===== src/design/seconds_to_calendar_date_assert.svh =====
// Assertion macros shared by the seconds-to-date design
`ifndef SECONDS_TO_CALENDAR_DATE_ASSERT_SVH
`define SECONDS_TO_CALENDAR_DATE_ASSERT_SVH

// Check that a condition implies another in the same cycle
`define STCD_ASSERT_SAME(lbl, clk, rst_n, ante, cons) \
    lbl: assert property (@(posedge clk) disable iff (!rst_n) (ante) |-> (cons)) \
        else $error("assertion failed: same-cycle implication");

// Check that a condition implies another in the next cycle
`define STCD_ASSERT_NEXT(lbl, clk, rst_n, ante, cons) \
    lbl: assert property (@(posedge clk) disable iff (!rst_n) (ante) |=> (cons)) \
        else $error("assertion failed: next-cycle implication");

`endif


===== src/design/stcd_pkg.sv =====
// Shared constants, types and helper functions for the seconds-to-date converter
package stcd_pkg;

    localparam int EPOCH_YEAR      = 2000;
    localparam int SECS_PER_DAY    = 86400;
    localparam int SECS_PER_HOUR   = 3600;
    localparam int SECS_PER_MINUTE = 60;

    localparam int SEC_W   = 32;
    localparam int YEAR_W  = 12;
    localparam int MONTH_W = 4;
    localparam int DAY_W   = 5;
    localparam int HOUR_W  = 5;
    localparam int MIN_W   = 6;
    localparam int DAYS_W  = 16;
    localparam int SOD_W   = 17;
    localparam int REM_W   = 12;
    localparam int YLEN_W  = 9;
    localparam int CNT_W   = 1;

    // Each division takes a quotient step and then a remainder step
    localparam logic [CNT_W-1:0] DIV_LAST_STEP = 1'b1;

    // Divide by a constant: strip its power of two by a shift, then take the quotient by the
    // odd part as (x * ceil(2^shift / odd)) >> shift, exact over the operand's full range
    localparam int DAY_SHIFT        = 7;
    localparam int DAY_ODD          = SECS_PER_DAY >> DAY_SHIFT;
    localparam int DAY_ODD_W        = 10;
    localparam int DAY_RECIP        = 50903317;
    localparam int DAY_RECIP_W      = 26;
    localparam int DAY_RECIP_SHIFT  = 35;

    localparam int HOUR_SHIFT       = 4;
    localparam int HOUR_ODD         = SECS_PER_HOUR >> HOUR_SHIFT;
    localparam int HOUR_ODD_W       = 8;
    localparam int HOUR_RECIP       = 9321;
    localparam int HOUR_RECIP_W     = 14;
    localparam int HOUR_RECIP_SHIFT = 21;

    localparam int MIN_SHIFT        = 2;
    localparam int MIN_ODD          = SECS_PER_MINUTE >> MIN_SHIFT;
    localparam int MIN_ODD_W        = 4;
    localparam int MIN_RECIP        = 1093;
    localparam int MIN_RECIP_W      = 11;
    localparam int MIN_RECIP_SHIFT  = 14;

    // Month indexes, January is zero
    localparam logic [MONTH_W-1:0] MON_FEB = 4'd1;
    localparam logic [MONTH_W-1:0] MON_APR = 4'd3;
    localparam logic [MONTH_W-1:0] MON_JUN = 4'd5;
    localparam logic [MONTH_W-1:0] MON_SEP = 4'd8;
    localparam logic [MONTH_W-1:0] MON_NOV = 4'd10;
    localparam logic [MONTH_W-1:0] MON_DEC = 4'd11;

    typedef enum logic [1:0] {
        DIV_DAY,
        DIV_HOUR,
        DIV_MIN
    } div_op_t;

    typedef struct packed {
        logic    load;
        logic    div_step;
        logic    div_last;
        div_op_t div_op;
        logic    year_step;
        logic    month_step;
    } ctrl_cmd_t;

    typedef struct packed {
        logic year_fits;
        logic month_fits;
    } dp_status_t;

    function automatic logic [DAY_W-1:0] month_length(input logic [MONTH_W-1:0] mon,
                                                      input logic leap);
        logic [DAY_W-1:0] len;
        case (mon) inside
            MON_FEB:                            len = leap ? 5'd29 : 5'd28;
            MON_APR, MON_JUN, MON_SEP, MON_NOV: len = 5'd30;
            default:                            len = 5'd31;
        endcase
        return len;
    endfunction

endpackage


===== src/design/seconds_to_calendar_date.sv =====
// Sequence: three reciprocal divisions (days, hours, minutes), each a quotient step then a remainder
//   step, then a year walk over Y = 0..136 years and a month walk over M = 0..11 months, each
//   subtracting one year or month length per step and taking one exit step; done rises at the end.
// Throughput: one request at a time; busy drops with done, so the next may be taken then.
// Results are valid for the single cycle that done is high; the receiver cannot stall.
// Reset (rst_n low, asynchronous) returns the controller to idle and drops a request in flight.
module seconds_to_calendar_date #(
    parameter int EPOCH_YEAR = stcd_pkg::EPOCH_YEAR
) (
    input  logic                          clk,
    input  logic                          rst_n,
    input  logic                          start,
    output logic                          busy,
    input  logic [stcd_pkg::SEC_W-1:0]    epoch_seconds,
    output logic                          done,
    output logic [stcd_pkg::YEAR_W-1:0]   year_number,
    output logic [stcd_pkg::MONTH_W-1:0]  month_number,
    output logic [stcd_pkg::DAY_W-1:0]    day_of_month,
    output logic [stcd_pkg::HOUR_W-1:0]   hour_of_day,
    output logic [stcd_pkg::MIN_W-1:0]    minute_of_hour,
    output logic [stcd_pkg::MIN_W-1:0]    second_of_minute
);
    import stcd_pkg::*;

    ctrl_cmd_t  cmd;
    dp_status_t status;

    // Sequence the conversion
    stcd_ctrl u_ctrl (
        .clk    (clk),
        .rst_n  (rst_n),
        .start  (start),
        .status (status),
        .cmd    (cmd),
        .busy   (busy),
        .done   (done)
    );

    // Hold the division and calendar walk registers
    stcd_dpath #(
        .EPOCH_YEAR (EPOCH_YEAR)
    ) u_dpath (
        .clk              (clk),
        .epoch_seconds    (epoch_seconds),
        .cmd              (cmd),
        .status           (status),
        .year_number      (year_number),
        .month_number     (month_number),
        .day_of_month     (day_of_month),
        .hour_of_day      (hour_of_day),
        .minute_of_hour   (minute_of_hour),
        .second_of_minute (second_of_minute)
    );

endmodule


===== src/design/stcd_dpath.sv =====
// Datapath: reciprocal constant division, year walk and month walk registers
module stcd_dpath #(
    parameter int EPOCH_YEAR = stcd_pkg::EPOCH_YEAR
) (
    input  logic                                  clk,
    input  logic [stcd_pkg::SEC_W-1:0]            epoch_seconds,
    input  stcd_pkg::ctrl_cmd_t                   cmd,
    output stcd_pkg::dp_status_t                  status,
    output logic [stcd_pkg::YEAR_W-1:0]           year_number,
    output logic [stcd_pkg::MONTH_W-1:0]          month_number,
    output logic [stcd_pkg::DAY_W-1:0]            day_of_month,
    output logic [stcd_pkg::HOUR_W-1:0]           hour_of_day,
    output logic [stcd_pkg::MIN_W-1:0]            minute_of_hour,
    output logic [stcd_pkg::MIN_W-1:0]            second_of_minute
);
    import stcd_pkg::*;

    localparam int DAY_A_W     = SEC_W - DAY_SHIFT;
    localparam int DAY_PROD_W  = DAY_A_W + DAY_RECIP_W;
    localparam int HOUR_B_W    = SOD_W - HOUR_SHIFT;
    localparam int HOUR_PROD_W = HOUR_B_W + HOUR_RECIP_W;
    localparam int MIN_C_W     = REM_W - MIN_SHIFT;
    localparam int MIN_PROD_W  = MIN_C_W + MIN_RECIP_W;

    localparam logic [1:0] Y4_INIT   = 2'(EPOCH_YEAR % 4);
    localparam logic [6:0] Y100_INIT = 7'(EPOCH_YEAR % 100);
    localparam logic [8:0] Y400_INIT = 9'(EPOCH_YEAR % 400);

    logic [SEC_W-1:0]   secs_reg;
    logic [SOD_W-1:0]   sod_reg;
    logic [DAYS_W-1:0]  days_reg;
    logic [YEAR_W-1:0]  year_reg;
    logic [1:0]         y4_reg;
    logic [6:0]         y100_reg;
    logic [8:0]         y400_reg;
    logic [MONTH_W-1:0] mon_reg;
    logic [HOUR_W-1:0]  hour_reg;
    logic [MIN_W-1:0]   min_reg;
    logic [MIN_W-1:0]   sec_reg;

    logic [DAY_A_W-1:0]     day_a;
    logic [DAY_PROD_W-1:0]  day_prod;
    logic [DAYS_W-1:0]      day_quo;
    logic [DAY_A_W-1:0]     day_back;
    logic [DAY_A_W-1:0]     day_left;
    logic [SOD_W-1:0]       sod_next;
    logic [HOUR_B_W-1:0]    hour_b;
    logic [HOUR_PROD_W-1:0] hour_prod;
    logic [HOUR_W-1:0]      hour_quo;
    logic [HOUR_B_W-1:0]    hour_back;
    logic [HOUR_B_W-1:0]    hour_left;
    logic [REM_W-1:0]       hour_rem;
    logic [MIN_C_W-1:0]     min_c;
    logic [MIN_PROD_W-1:0]  min_prod;
    logic [MIN_W-1:0]       min_quo;
    logic [MIN_C_W-1:0]     min_back;
    logic [MIN_C_W-1:0]     min_left;
    logic [MIN_W-1:0]       sec_next;
    logic                   leap;
    logic [YLEN_W-1:0]      ylen;
    logic [DAY_W-1:0]       mlen;

    // Split seconds into whole days and seconds of the day
    always_comb
    begin
        day_a    = secs_reg[SEC_W-1:DAY_SHIFT];
        day_prod = DAY_PROD_W'(day_a) * DAY_PROD_W'(DAY_RECIP);
        day_quo  = day_prod[DAY_RECIP_SHIFT +: DAYS_W];
        day_back = DAY_A_W'(days_reg) * DAY_A_W'(DAY_ODD);
        day_left = day_a - day_back;
        sod_next = {day_left[DAY_ODD_W-1:0], secs_reg[DAY_SHIFT-1:0]};
    end

    // Split seconds of the day into hours and seconds of the hour
    always_comb
    begin
        hour_b    = sod_reg[SOD_W-1:HOUR_SHIFT];
        hour_prod = HOUR_PROD_W'(hour_b) * HOUR_PROD_W'(HOUR_RECIP);
        hour_quo  = hour_prod[HOUR_RECIP_SHIFT +: HOUR_W];
        hour_back = HOUR_B_W'(hour_reg) * HOUR_B_W'(HOUR_ODD);
        hour_left = hour_b - hour_back;
        hour_rem  = {hour_left[HOUR_ODD_W-1:0], sod_reg[HOUR_SHIFT-1:0]};
    end

    // Split seconds of the hour into minutes and seconds
    always_comb
    begin
        min_c    = sod_reg[REM_W-1:MIN_SHIFT];
        min_prod = MIN_PROD_W'(min_c) * MIN_PROD_W'(MIN_RECIP);
        min_quo  = min_prod[MIN_RECIP_SHIFT +: MIN_W];
        min_back = MIN_C_W'(min_reg) * MIN_C_W'(MIN_ODD);
        min_left = min_c - min_back;
        sec_next = {min_left[MIN_ODD_W-1:0], sod_reg[MIN_SHIFT-1:0]};
    end

    // Leap year under the 4/100/400 rule and the current year and month lengths
    always_comb
    begin
        leap = (y4_reg == 2'd0) && ((y100_reg != 7'd0) || (y400_reg == 9'd0));
        ylen = leap ? 9'd366 : 9'd365;
        mlen = month_length(mon_reg, leap);
    end

    assign status.year_fits  = ({{(DAYS_W-YLEN_W){1'b0}}, ylen} > days_reg);
    assign status.month_fits = ({{(DAYS_W-DAY_W){1'b0}}, mlen} > days_reg) ||
                               (mon_reg == MON_DEC);

    // Load, divide, then walk years and months
    always_ff @(posedge clk)
    begin
        if (cmd.load)
        begin
            secs_reg <= epoch_seconds;
            year_reg <= YEAR_W'(EPOCH_YEAR);
            y4_reg   <= Y4_INIT;
            y100_reg <= Y100_INIT;
            y400_reg <= Y400_INIT;
            mon_reg  <= '0;
        end
        else if (cmd.div_step)
        begin
            case (cmd.div_op)
                DIV_DAY:
                begin
                    if (cmd.div_last)
                        sod_reg  <= sod_next;
                    else
                        days_reg <= day_quo;
                end
                DIV_HOUR:
                begin
                    if (cmd.div_last)
                        sod_reg  <= SOD_W'(hour_rem);
                    else
                        hour_reg <= hour_quo;
                end
                default:
                begin
                    if (cmd.div_last)
                        sec_reg <= sec_next;
                    else
                        min_reg <= min_quo;
                end
            endcase
        end
        else if (cmd.year_step)
        begin
            days_reg <= days_reg - {{(DAYS_W-YLEN_W){1'b0}}, ylen};
            year_reg <= year_reg + 1'b1;
            y4_reg   <= y4_reg + 1'b1;
            y100_reg <= (y100_reg == 7'd99)  ? 7'd0 : y100_reg + 1'b1;
            y400_reg <= (y400_reg == 9'd399) ? 9'd0 : y400_reg + 1'b1;
        end
        else if (cmd.month_step)
        begin
            days_reg <= days_reg - {{(DAYS_W-DAY_W){1'b0}}, mlen};
            mon_reg  <= mon_reg + 1'b1;
        end
    end

    assign year_number      = year_reg;
    assign month_number     = mon_reg + 4'd1;
    assign day_of_month     = days_reg[DAY_W-1:0] + 5'd1;
    assign hour_of_day      = hour_reg;
    assign minute_of_hour   = min_reg;
    assign second_of_minute = sec_reg;

endmodule


===== src/design/stcd_ctrl.sv =====
// Controller: sequences the divisions, the year walk and the month walk
`include "seconds_to_calendar_date_assert.svh"

module stcd_ctrl (
    input  logic                 clk,
    input  logic                 rst_n,
    input  logic                 start,
    input  stcd_pkg::dp_status_t status,
    output stcd_pkg::ctrl_cmd_t  cmd,
    output logic                 busy,
    output logic                 done
);
    import stcd_pkg::*;

    typedef enum logic [1:0] {
        ST_IDLE,
        ST_DIV,
        ST_YEAR,
        ST_MONTH
    } state_t;

    state_t           state_reg;
    div_op_t          op_reg;
    logic [CNT_W-1:0] cnt_reg;
    logic             busy_reg;
    logic             done_reg;

    // Decode commands for the datapath
    always_comb
    begin
        cmd.load       = start && !busy_reg;
        cmd.div_step   = (state_reg == ST_DIV);
        cmd.div_last   = (cnt_reg == '0);
        cmd.div_op     = op_reg;
        cmd.year_step  = (state_reg == ST_YEAR)  && !status.year_fits;
        cmd.month_step = (state_reg == ST_MONTH) && !status.month_fits;
    end

    // Advance state and registered outputs
    always_ff @(posedge clk or negedge rst_n)
    begin
        if (!rst_n)
        begin
            state_reg <= ST_IDLE;
            op_reg    <= DIV_DAY;
            cnt_reg   <= '0;
            busy_reg  <= 1'b0;
            done_reg  <= 1'b0;
        end
        else
        begin
            done_reg <= 1'b0;
            unique case (state_reg)
                ST_IDLE:
                begin
                    if (start)
                    begin
                        state_reg <= ST_DIV;
                        op_reg    <= DIV_DAY;
                        cnt_reg   <= DIV_LAST_STEP;
                        busy_reg  <= 1'b1;
                    end
                end
                ST_DIV:
                begin
                    if (cnt_reg == '0)
                    begin
                        unique case (op_reg)
                            DIV_DAY:
                            begin
                                op_reg  <= DIV_HOUR;
                                cnt_reg <= DIV_LAST_STEP;
                            end
                            DIV_HOUR:
                            begin
                                op_reg  <= DIV_MIN;
                                cnt_reg <= DIV_LAST_STEP;
                            end
                            default:
                            begin
                                state_reg <= ST_YEAR;
                            end
                        endcase
                    end
                    else
                    begin
                        cnt_reg <= cnt_reg - 1'b1;
                    end
                end
                ST_YEAR:
                begin
                    if (status.year_fits)
                    begin
                        state_reg <= ST_MONTH;
                    end
                end
                ST_MONTH:
                begin
                    if (status.month_fits)
                    begin
                        state_reg <= ST_IDLE;
                        busy_reg  <= 1'b0;
                        done_reg  <= 1'b1;
                    end
                end
                default:
                begin
                    state_reg <= ST_IDLE;
                    busy_reg  <= 1'b0;
                end
            endcase
        end
    end

    assign busy = busy_reg;
    assign done = done_reg;

    `STCD_ASSERT_SAME(a_busy_tracks_state, clk, rst_n,
                      1'b1, busy_reg == (state_reg != ST_IDLE))
    `STCD_ASSERT_NEXT(a_accept_goes_busy, clk, rst_n,
                      start && !busy_reg, busy_reg && state_reg == ST_DIV)
    `STCD_ASSERT_NEXT(a_month_done_strobe, clk, rst_n,
                      state_reg == ST_MONTH && status.month_fits, done_reg && !busy_reg)
    `STCD_ASSERT_SAME(a_done_only_when_idle, clk, rst_n,
                      done_reg, state_reg == ST_IDLE)

endmodule


===== config.mk =====
export PLATFORM = sky130hd
export DESIGN_NAME = seconds_to_calendar_date
export DESIGN_NICKNAME = d
export VERILOG_FILES = /design/src/design/stcd_pkg.sv /design/src/design/seconds_to_calendar_date.sv /design/src/design/stcd_dpath.sv /design/src/design/stcd_ctrl.sv
export VERILOG_INCLUDE_DIRS = /design/src /design/src/design
export SDC_FILE = /design/constraint.sdc
export NUM_CORES = 1
export LEC_CHECK = 0
export BUFFER_PORTS_ARGS = -buffer_cell sky130_fd_sc_hd__clkbuf_2
export CORE_MARGIN = 1
export CORE_UTILIZATION = 55
export CTS_BUF_LIST = sky130_fd_sc_hd__clkbuf_16
export DETAILED_ROUTE_END_ITERATION = 10
export GPL_TIMING_DRIVEN = 1
export PLACE_DENSITY = 0.8
export SLEW_MARGIN = 15
export SYNTH_ARGS = -nofsm -noshare
export SYNTH_HDL_FRONTEND = slang
export SYNTH_SLANG_ARGS = --single-unit

===== constraint.sdc =====
create_clock -name clk -period 14.5 [get_ports clk]
set_input_delay 2.175 -clock clk [delete_from_list [all_inputs] [get_ports clk]]
set_output_delay 2.175 -clock clk [all_outputs]
set_load 0.03 [all_outputs]

### After elaboration in Yosys (flattened, before gate mapping)

Index checks and enable logic that the tools add are counted.
W data, S select, Z words.

| word-level totals | value |
|---|---|
| output and inout port bits | 40 |
| bits of input ports | 35 |
| word-level logic and storage cells | 129 |
| bits in registers | 123 |

| cells by class | value |
|---|---|
| multiplexer cells | 32 |
| reductions and logical operators | 32 |
| magnitude comparators | 2 |
| equal/unequal tests | 22 |
| add/sub/neg operators | 12 |
| bitwise logic cells | 6 |
| $mul | 6 |

Operators by type and width:

| kind | count |
|---|---|
| $mux W16 | 5 |
| $mul A25 B26 Y51 const B | 1 |
| $mux W17 | 2 |
| $pmux W17 S2 | 1 |
| $mul A13 B14 Y26 const B | 1 |
| $mul A10 B11 Y20 const B | 1 |
| $reduce_and A4 Y1 | 5 |
| $gt A5 B16 Y1 | 1 |
| $gt A9 B16 Y1 | 1 |
| $mul A16 B10 Y10 const B | 1 |
| $mux W2 | 8 |
| $sub A16 B5 Y16 | 1 |
| $sub A16 B9 Y16 | 1 |
| $reduce_and A5 Y1 | 3 |
| $add A12 B1 Y12 const B | 1 |
| $eq A4 B4 Y1 const B | 3 |
| $ne A2 B2 Y1 const B | 5 |
| $sub A10 B10 Y10 | 1 |
| $add A9 B1 Y9 const B | 1 |
| $eq A9 B9 Y1 const B | 1 |
| $logic_not A9 Y1 | 1 |
| $mux W9 | 1 |
| $mul A5 B8 Y8 const B | 1 |
| $mux W1 | 8 |
| other kinds (33) | 57 |

### Longest topological paths before layout

Gate-level depths: netlist of run 1.

| logic depth | value |
|---|---|
| word-level depth | 12 |
| mapped depth | 26 |
| depth with buffers taken out | 26 |

### Hierarchy

From an unflattened synthesis of run 1, not the netlist that was laid out.

| unflattened totals | value |
|---|---|
| cells, all modules | 1992 |
| area total of the unflattened synthesis | 19949.1 sq um |

Modules (own cells, without submodules):

| module | times used | seq. area each (sq um) | cells each | area each (sq um) |
|---|---|---|---|---|
| stcd_dpath | 1 | 3143.0 | 1951 | 19492.4 |
| stcd_ctrl | 1 | 175.2 | 41 | 456.7 |

### Worst setup path before layout of run 1

Ideal clock, no wire load.

| timing path | value |
|---|---|
| path kind | register -> register |
| start point | register u_dpath.secs_reg[12] |
| end point | register u_dpath.days_reg[13], data pin |
| data required time | 14.229 ns |
| setup time | 0.271 ns |
| arrival | 6.253 ns |
| buffers on the path | 0 |
| clock period less this slack | 6.525 ns |
| stages on the path, launching flop included | 25 |
| setup slack | 7.975 ns |
| path through | edfxtp_1 > inv_1 > ha_1 > inv_1 > fa_1 > ha_1 > inv_1 > fa_1 > inv_1 > fa_1 > fa_1 > inv_1 > fa_1 > inv_1 > ha_1 > a21oi_1 > o21ai_0 > a2111oi_0 > o21ai_1 > a211oi_2 > o31ai_2 > a221oi_4 > o21ai_0 > a211oi_1 > o22ai_1 |

| on the way | value |
|---|---|
| cells in the longest elaborated chain, start to end | 4 |

Ends and longest elaborated chain:

| what | RTL line | text |
|---|---|---|
| start: declaration | stcd_dpath.sv:29 | `logic [SEC_W-1:0] secs_reg;` |
| start signal: assignment | stcd_dpath.sv:113 | `secs_reg <= epoch_seconds;` |
| $mul A25 B26 Y51 | stcd_dpath.sv:67 | `day_prod = DAY_PROD_W'(day_a) * DAY_PROD_W'(DAY_RECIP);` |
| $mux W16 | stcd_dpath.sv:125 | `if (cmd.div_last)` |
| $mux W16 | stcd_dpath.sv:122 | `case (cmd.div_op)` |
| $mux W16 | stcd_dpath.sv:120 | `else if (cmd.div_step)` |
| end signal: assignment | stcd_dpath.sv:128 | `days_reg <= day_quo;` |
| end signal: assignment | stcd_dpath.sv:148 | `days_reg <= days_reg - {{(DAYS_W-YLEN_W){1'b0}}, ylen};` |
| end signal: assignment | stcd_dpath.sv:156 | `days_reg <= days_reg - {{(DAYS_W-DAY_W){1'b0}}, mlen};` |
| end: declaration | stcd_dpath.sv:31 | `logic [DAYS_W-1:0] days_reg;` |

Every way passes these cells. The select of a mux whose other input is x is not followed.
A chain may end at the register's enable or synchronous reset.

### Final worst setup path of run 1

| timing path | value |
|---|---|
| start point | register u_dpath.secs_reg[20] |
| end point | register u_dpath.days_reg[8], data pin |

The elaborated chain is that of the path after synthesis.

==> results of run 1 <==
path summary, 6_finish.rpt:
check,startpoint,end,slack [ps],depth (start not counted)
max,u_dpath.secs_reg[20],u_dpath.days_reg[8],6850,24
max in group asynchronous,rst_n,u_ctrl.state_reg[0],12750,1
min in group asynchronous,rst_n,u_ctrl.cnt_reg,1580,1
min reg2reg,u_dpath.sod_reg[0],u_dpath.second_of_minute[0],420,0
max reg2reg,u_dpath.secs_reg[20],u_dpath.days_reg[8],6850,24
min,u_dpath.sod_reg[0],u_dpath.second_of_minute[0],420,0
cell families after synthesis:
logic type | Yosys count | share of synthesized area [%]
AO/OA/AOI/OAI | 196 | 6.224
XOR/XNOR | 111 | 4.925
adder cells (fa/ha/maj) | 719 | 54.66
buffers and inverters | 526 | 10.11
flip-flops | 123 | 16.81
multiplexers | 13 | 0.6655
AND/OR/NAND/NOR | 261 | 6.605
final cells by class:
| class | instances | area share [%] |
|---|---|---|
| clock buffers | 18 | 2.126 |
| clock inverters | 14 | 0.4961 |
| inverters | 505 | 8.948 |
| multi-input cells | 1300 | 68.12 |
| flip-flops and latches | 123 | 15.66 |
| well taps | 461 | 2.723 |
| repair buffers | 79 | 1.925 |
per-stage QoR:
| stage | utilization, % | cell area [um2] | instances |
|---|---|---|---|
| global placement | 58.14 | 20630 | 2468 |
| global route | 59.71 | 21190 | 2500 |
| CTS | 59.71 | 21190 | 2500 |
| floorplan | - | 19740 | 1949 |
| detailed placement | 58.14 | 20630 | 2468 |
| finish | 59.71 | 21190 | 2500 |
worst max-delay path, cell delays in order, from the launching register on:
cell	delay (ps)
edfxtp_1	620
fa_1	620
inv_1	50
fa_1	420
inv_1	60
ha_1	130
inv_1	80
fa_1	580
inv_1	60
fa_1	480
fa_1	550
inv_1	70
fa_1	530
inv_1	40
ha_1	350
nand4_1	190
nor2_1	250
nand3_1	180
nor4bb_1	570
nor3_1	120
o31ai_1	680
a221oi_1	270
o21ai_0	260
xnor2_1	140
mux2i_1	90
layout by cell type (no fill, tap or decap), types with 3 or more instances in the layout:
cell type / Yosys / layout
clkbuf_2: 0 / 74
a211oi_1: 3 / 3
buf_4: 0 / 5
fa_1: 239 / 239
and3_1: 7 / 7
clkbuf_16: 0 / 18
o211ai_1: 3 / 3
a21o_1: 27 / 27
nor4_1: 5 / 5
nand4_1: 12 / 12
or3_1: 5 / 5
o21ai_0: 44 / 44
o21bai_1: 5 / 5
dfrtp_1: 7 / 7
nor3_1: 15 / 14
edfxtp_1: 82 / 82
a31oi_1: 4 / 4
nand3_1: 28 / 28
nand2b_1: 9 / 9
dfxtp_1: 34 / 34
mux2i_1: 12 / 12
o22ai_1: 4 / 4
nand2_1: 64 / 64
ha_1: 480 / 480
inv_1: 504 / 504
a21oi_1: 77 / 77
inv_6: 0 / 6
xor2_1: 42 / 42
nor2_1: 75 / 75
nor2b_1: 18 / 18
xnor2_1: 69 / 69
per-layer routing:
metal | up-vias | global-route usage [%] | routed length, um
met5 | - | 0 | 0
met4 | 0 | 8.547 | 1248
met3 | 78 | 3.690 | 1823
met2 | 310 | 43.97 | 21010
met1 | 6488 | 29.68 | 17780
li1 | 6423 | - | -
power breakdown:
part | total, uW | internal (uW) | switching, uW
clock | 407 | 231 | 176
sequential | 371 | 371 | 0
combinational | 5.96 | 3.36 | 2.60
total | 784 | 606 | 178
==> flow_metrics.py, run 1 <==
metrics = {
    "sta": {
        "setup_ws_ps": 6854,
        "finalClockSkew_ps": 11.62,
        "grt_setup_unrepaired": "no",
        "timing.hold.ws_ps": 421.6,
        "setup_violations": 0,
        "setup_tns_ps": 0,
        "drv_slew": 0,
        "slew_headroom_pct": 25.87,
        "fmaxAchievable_mhz": 130.8,
        "fin_crit_sh_pct": 52.73,
        "layout_min_cycle_time_ps": 7646,
        "tightest_slew_ps": 1104,
        "hold_viol": 0,
    },
    "synth": {
        "yosys_warnings": 0,
        "synth.most_common_cell": "inv_1",
        "ys.flop_type": "edfxtp_1",
        "synth_largest_area_cell": "ha_1",
        "synth_edf_count": 82,
        "synthTopCellsByArea": "ha_1 (30%), fa_1 (24%), edfxtp_1 (12%)",
        "synth_nets": 2703,
        "synth.avg_cell_area_um2": 10.13,
        "synthCells": 1949,
        "ys_ff_latch": 123,
        "netlist_area_um2": 19740,
        "synth_seq_area_share_pct": 16.81,
        "yosys-top-cells-count": "inv_1 (504), ha_1 (480), fa_1 (239), edfxtp_1 (82), a21oi_1 (77)",
        "synth_top_area_share_pct": 30.42,
        "async_reset_ff_share_pct": 5.691,
        "synth.distinct_cells": 73,
    },
    "power": {
        "cellPowerDensity_nw_per_um2": 37.02,
        "p_leak_uw": 0.01119,
        "worst_ir_drop_vdd_mv": 0.07830,
        "p_total_uw": 784.3,
    },
    "global_routing": {
        "grt_pass1_vias": 14450,
        "grt_usage_pct": 24.49,
        "grt_remaining_overflow": 0,
        "grt_max_degree": 38,
        "antenna_found_initial": 0,
        "grt_pass1_wl_um": 69610,
    },
    "clocking": {
        "clock_sinks": 123,
        "post_cts_resize_count": 0,
        "h-tree-depth": 4,
        "clock-root-buffer": "clkbuf_16",
        "cts_tree": "built",
        "clk_path_buf_depth": 2,
        "cts_setup_buffers": 0,
        "holdBufCountCts": 0,
        "clk_latency_ps": 430,
        "cts_buffers": 17,
        "cts.clk_slew.worst_paths_ps": 70,
    },
    "finish": {
        "syn_to_final_growth_pct": 7.321,
        "n_antenna_cell": 0,
        "seqCellArea_um2": 3318,
        "multi_input_area_um2": 14430,
        "nFillCells": 2838,
        "largest_reg_flops": 32,
        "nets": 2780,
        "final_layout_size_suffix_gt1_share_pct": 6.572,
    },
    "floorplan": {
        "die_y_um": 191.5,
        "initial_core_util_pct": 55.63,
        "boundaryPins": 75,
        "fp.dieW_um": 191.5,
        "die_area_um2": 36650,
        "core_area_um2": 35480,
        "rows": 69,
    },
    "placed_design": {
        "hpwl_um": 35720,
        "dp_slack_ps": 6933,
        "port_buffers": 74,
        "place_congestion": 0.9926,
    },
    "drt": {
        "drt_iter0_drc": 611,
        "ant_nets": 0,
        "avgRoutedWirePerCell_um": 16.75,
        "wirelength_um": 41860,
        "drc": 2,
        "drt-vias-per-instance": 5.320,
        "routed-via-count": 13300,
        "dr.pass1.iters": 7,
    },
    "status": {
        "status": "finished, violations left",
        "violations": "DRC",
    },
    "hold_path": {
        "min_path_type": "register to register",
    },
    "critical_path": {
        "cp_max_fo": 8,
        "critPathArrivalTime_ps": 7820,
        "worstSetupPathType": "register to register",
        "startpoint_type": "register",
        "cp_data_required_time_ps": 14680,
        "crit_path_end_kind": "register",
    },
    "flow_run": {
        "drv_cap": 0,
    },
}
(Power assumes the default switching activity.)
==> run 2, diff against run 1 <==
Clock period 14.5 ns to 7.6 ns, I/O delays scaled along.
==> flow_metrics.py, run 2 (synthesized netlist as in run 1, its figures left out) <==
metrics = {
    "status": {
        "status": "complete, no violations",
    },
    "placed_design": {
        "dp_slack_ps": 209.3,
        "port_buffers": 74,
        "place_congestion": 1.031,
        "hpwl_um": 36880,
    },
    "global_routing": {
        "grt_remaining_overflow": 0,
        "grt_usage_pct": 25.42,
        "grt_max_degree": 38,
        "antenna_found_initial": 0,
        "grt_pass1_vias": 14550,
        "grt_pass1_wl_um": 72240,
    },
    "flow_run": {
        "drv_cap": 0,
    },
    "power": {
        "worst_ir_drop_vdd_mv": 0.1616,
        "p_total_uw": 1558,
        "cellPowerDensity_nw_per_um2": 73.18,
        "p_leak_uw": 0.01126,
    },
    "critical_path": {
        "startpoint_type": "register",
        "worstSetupPathType": "register to register",
        "cp_data_required_time_ps": 7770,
        "reg2reg_slack_ps": 470,
        "crit_path_end_kind": "register",
        "crit_chain": "ha_1 > inv_1 > fa_1 > ha_1 > inv_1 > fa_1 > inv_1 > fa_1 > fa_1 > inv_1 > fa_1 > inv_1 > ha_1 > a21oi_1 > o21ai_0 > a2111oi_0 > o21ai_1 > a211oi_2 > o31ai_2 > a221oi_4 > o21ai_0 > a211oi_1 > o22ai_1",
        "cpMaxStageDelayCell": "edfxtp_1",
        "critPathArrivalTime_ps": 7310,
        "max_stage_delay_ps": 600,
        "cp_max_fo": 9,
    },
    "clocking": {
        "clock-root-buffer": "clkbuf_16",
        "cts_buffers": 17,
        "clock_sinks": 123,
        "cts_tree": "built",
        "h-tree-depth": 4,
        "clk_latency_ps": 450,
        "cts.clk_slew.worst_paths_ps": 70,
        "clk_path_buf_depth": 2,
    },
    "hold_path": {
        "min_path_type": "register to register",
    },
    "sta": {
        "tightest_slew_ps": 1074,
        "fin_crit_sh_pct": 93.84,
        "grt_setup_unrepaired": "no",
        "setup_violations": 0,
        "hold_viol": 0,
        "layout_min_cycle_time_ps": 7132,
        "fmaxAchievable_mhz": 140.2,
        "setup_ws_ps": 468.0,
        "setup_tns_ps": 0,
        "finalClockSkew_ps": 20.38,
        "slew_headroom_pct": 27.84,
        "drv_slew": 0,
    },
    "drt": {
        "ant_nets": 0,
        "drt_iter0_drc": 707,
        "wirelength_um": 43600,
        "avgRoutedWirePerCell_um": 17.38,
        "drt-vias-per-instance": 5.400,
        "dr.pass1.iters": 5,
        "drc": 0,
        "routed-via-count": 13550,
    },
    "finish": {
        "final_layout_size_suffix_gt1_share_pct": 7.031,
        "syn_to_final_growth_pct": 7.840,
        "largest_reg_flops": 32,
        "mostFrequentLayoutCells": "inv_1 (504), ha_1 (480), fa_1 (239), edfxtp_1 (82), a21oi_1 (77)",
        "n_antenna_cell": 0,
        "nets": 2789,
        "layout_commonest_cell": "inv_1",
    },
    "floorplan": {
        "die_y_um": 191.5,
        "boundaryPins": 75,
        "fp.dieW_um": 191.5,
        "core_area_um2": 35480,
        "initial_core_util_pct": 55.63,
        "rows": 69,
        "die_area_um2": 36650,
    },
}
run 2: cell count changes in the layout (fill, tap and decap cells not counted), sizes merged:
cell and delta:
clkinvlp -2, clkinv +1, buf +9, inv +1
run 2: layer usage:
| metal | vias up | part of all wire (%) | global-route usage (%) |
|---|---|---|---|
| li1 | 6452 | - | - |
| met1 | 6750 | 43 | 31.45 |
| met2 | 273 | 51 | 46.10 |
| met3 | 73 | 3.7 | 3.121 |
| met4 | 0 | 2.5 | 7.326 |
| met5 | - | 0 | 0 |
run 2: final timing paths:
kind / from / endpoint / cells after the start
worst min-delay path: u_dpath.sod_reg[0] / u_dpath.second_of_minute[0] / 0
min in group asynchronous: rst_n / u_ctrl.busy / 1
worst max-delay path: u_dpath.secs_reg[13] / u_dpath.days_reg[13] / 23
worst min register to register: u_dpath.sod_reg[0] / u_dpath.second_of_minute[0] / 0
max in group asynchronous: rst_n / u_ctrl.cnt_reg / 1
worst max register to register: u_dpath.secs_reg[13] / u_dpath.days_reg[13] / 23
run 2: area by class of cell:
| class | count | area [um2] |
|---|---|---|
| multi-input cells | 1300 | 14430 |
| fillers | 2778 | 14190 |
| flip-flops and latches | 123 | 3318 |
| inverters | 505 | 1896 |
| well taps | 461 | 576.8 |
| repair buffers | 88 | 475.5 |
| clock buffers | 18 | 450.4 |
| clock inverters | 14 | 140.1 |
run 2: repair_timing:
item,in CTS,in global routing
buffers inserted,0,3
gates resized for setup,0,0
endpoints found under the setup margin,0,4
hold buffers,0,0
run 2: worst max-delay path, delay by kind of cell (launching register included):
family	cells	cell delay (ps)
adder cells (fa/ha/maj)	8	3520
buffers and inverters	5	270
AO/OA/AOI/OAI	10	2460
flip-flops	1	600
run 2: stage by stage:
step	util [%]	hold slack (ps)	area, um2	instances
6_report	60.00	434.3	21290	2509
5_1_grt	60.00	424.5	21290	2509
4_1_cts	59.93	427.1	21270	2506
3_5_place_dp	58.27	410.1	20670	2474
3_3_place_gp	58.27	409.2	20670	2474
2_1_floorplan	-	400.3	19740	1949
run 2: where the power goes:
group          total [uW]  switching, uW  internal [uW]  leakage, uW
registers             708              0            708      0.00112
logic                11.3           4.92           6.39      0.00984
clock network         839            383            456     0.000294
==> run 3, diff against run 2 <==
Clock period 7.6 ns to 7.9 ns, I/O delays scaled along.
==> flow_metrics.py, run 3 (synthesized netlist as in run 1, its figures left out) <==
metrics = {
    "critical_path": {
        "critPathArrivalTime_ps": 7310,
        "cp_max_fo": 9,
        "cp_data_required_time_ps": 8070,
        "startpoint_type": "register",
        "worstReg2RegStart": "u_dpath.secs_reg[21]",
        "crit_path_start": "u_dpath.secs_reg[21]",
        "worstSetupPathType": "register to register",
        "crit_path_end_kind": "register",
    },
    "sta": {
        "fmaxAchievable_mhz": 140.1,
        "drv_slew": 0,
        "setup_ws_ps": 761.9,
        "layout_min_cycle_time_ps": 7138,
        "setup_violations": 0,
        "tightest_slew_ps": 1068,
        "setup_tns_ps": 0,
        "grt_setup_unrepaired": "no",
        "hold_viol": 0,
        "finalClockSkew_ps": 14.56,
        "fin_crit_sh_pct": 90.36,
        "slew_headroom_pct": 28.23,
    },
    "drt": {
        "drt-vias-per-instance": 5.369,
        "drc": 0,
        "dr.pass1.iters": 7,
        "drt_iter0_drc": 585,
        "routed-via-count": 13460,
        "avgRoutedWirePerCell_um": 17.33,
        "ant_nets": 0,
        "wirelength_um": 43440,
    },
    "global_routing": {
        "grt_pass1_wl_um": 71770,
        "grt_remaining_overflow": 0,
        "grt_max_degree": 38,
        "grt_usage_pct": 25.29,
        "antenna_found_initial": 0,
        "grt_pass1_vias": 14630,
    },
    "placed_design": {
        "place_area_um2": 20670,
        "dp_slack_ps": 748.7,
        "hpwl_um": 36590,
        "port_buffers": 74,
        "place_congestion": 0.9771,
    },
    "clocking": {
        "cts.clk_slew.worst_paths_ps": 70,
        "holdBufCountCts": 0,
        "clock_sinks": 123,
        "cts_setup_buffers": 0,
        "h-tree-depth": 4,
        "post_cts_resize_count": 0,
        "clk_path_buf_depth": 2,
        "cts_buffers": 17,
        "cts_tree": "built",
        "clock-root-buffer": "clkbuf_16",
        "clk_latency_ps": 440,
    },
    "hold_path": {
        "hp-start": "u_dpath.sod_reg[1]",
        "min_path_type": "register to register",
    },
    "finish": {
        "n_antenna_cell": 0,
        "fin_area_um2": 21300,
        "largest_reg_flops": 32,
        "nets": 2786,
        "syn_to_final_growth_pct": 7.878,
        "mostFrequentLayoutCells": "inv_1 (504), ha_1 (480), fa_1 (239), edfxtp_1 (82), a21oi_1 (77)",
        "layout_commonest_cell": "inv_1",
        "final_layout_size_suffix_gt1_share_pct": 6.895,
        "utilization_pct": 60.02,
    },
    "floorplan": {
        "core_area_um2": 35480,
        "fp.dieW_um": 191.5,
        "rows": 69,
        "initial_core_util_pct": 55.63,
        "boundaryPins": 75,
        "die_area_um2": 36650,
        "die_y_um": 191.5,
    },
    "power": {
        "cellPowerDensity_nw_per_um2": 72.53,
        "worst_ir_drop_vdd_mv": 0.1569,
        "seqPwrFrac_pct": 44.1,
        "p_sw_uw": 360.1,
        "switching_share_pct": 23.31,
        "p_leak_uw": 0.01126,
        "internal_power_uw": 1184,
        "p_comb_share_pct": 0.7,
        "p_total_uw": 1544,
        "power_frac_clock_pct": 55.2,
    },
    "flow_run": {
        "drv_cap": 0,
    },
    "status": {
        "status": "complete, no violations",
    },
}
-- run 3: cell types whose count changed in the layout (fill, tap and decap cells not counted), sizes merged --
| cell | previous run | this run |
|---|---|---|
| clkinv | 4 | 2 |
| bufinv | 0 | 2 |
| buf | 14 | 11 |
-- run 3: power by group through the flow --
| stage | Combinational [uW] | Sequential [uW] | Clock, uW |
|---|---|---|---|
| finish | 11.0 | 681 | 852 |
| global route | 12.1 | 681 | 886 |
| CTS | 11.4 | 681 | 863 |
| detailed placement | 11.0 | 695 | 0 |
| global placement | 11.4 | 695 | 0 |
| floorplan | 0.885 | 695 | 0 |
-- run 3: final cells by class --
cell class / instances / area (um2)
multi-input combinational: 1300 / 14430
fill: 2812 / 14190
sequential: 123 / 3318
inverter: 505 / 1896
tap: 461 / 576.8
timing repair buffer: 85 / 452.9
clock buffer: 18 / 450.4
clock inverter: 14 / 170.2
-- run 3: worst max-delay path, cell delays in order (launching register included) --
cell	delay, ps
edfxtp_1	630
fa_1	600
inv_1	50
fa_1	420
inv_1	60
ha_1	160
inv_1	80
fa_1	540
inv_1	60
fa_1	470
fa_1	540
inv_1	50
fa_1	530
inv_1	50
ha_1	320
nand4_1	250
nor2_1	260
nand3_1	130
nor4bb_1	360
nor3_1	160
o31ai_1	410
a221oi_1	210
o21ai_0	260
xnor2_1	140
mux2i_1	100
-- run 3: per-layer routing --
| metal | GRT usage [%] | routed length, um | vias to the layer above |
|---|---|---|---|
| li1 | - | - | 6442 |
| met1 | 31.30 | 18320 | 6599 |
| met2 | 44.82 | 21820 | 311 |
| met3 | 4.057 | 1932 | 103 |
| met4 | 8.028 | 1368 | 0 |
| met5 | 0 | 0 | - |
-- run 3: worst paths after layout --
path,endpoint,cells after the start,slack [ps]
hold / removal,u_dpath.second_of_minute[1],0,420
max in group asynchronous,u_ctrl.op_reg[1],1,7140
setup / recovery,u_dpath.days_reg[8],24,760
min in group asynchronous,u_ctrl.op_reg[0],1,580
hold reg to reg,u_dpath.second_of_minute[1],0,420
setup reg to reg,u_dpath.days_reg[8],24,760
-- run 3: per-stage QoR --
step	std cells	hold slack, ps
after floorplan	1949	400.3
after global placement	2474	406.5
after detailed placement	2474	405.4
after CTS	2506	422.7
after global routing	2506	426.6
final	2506	421.4
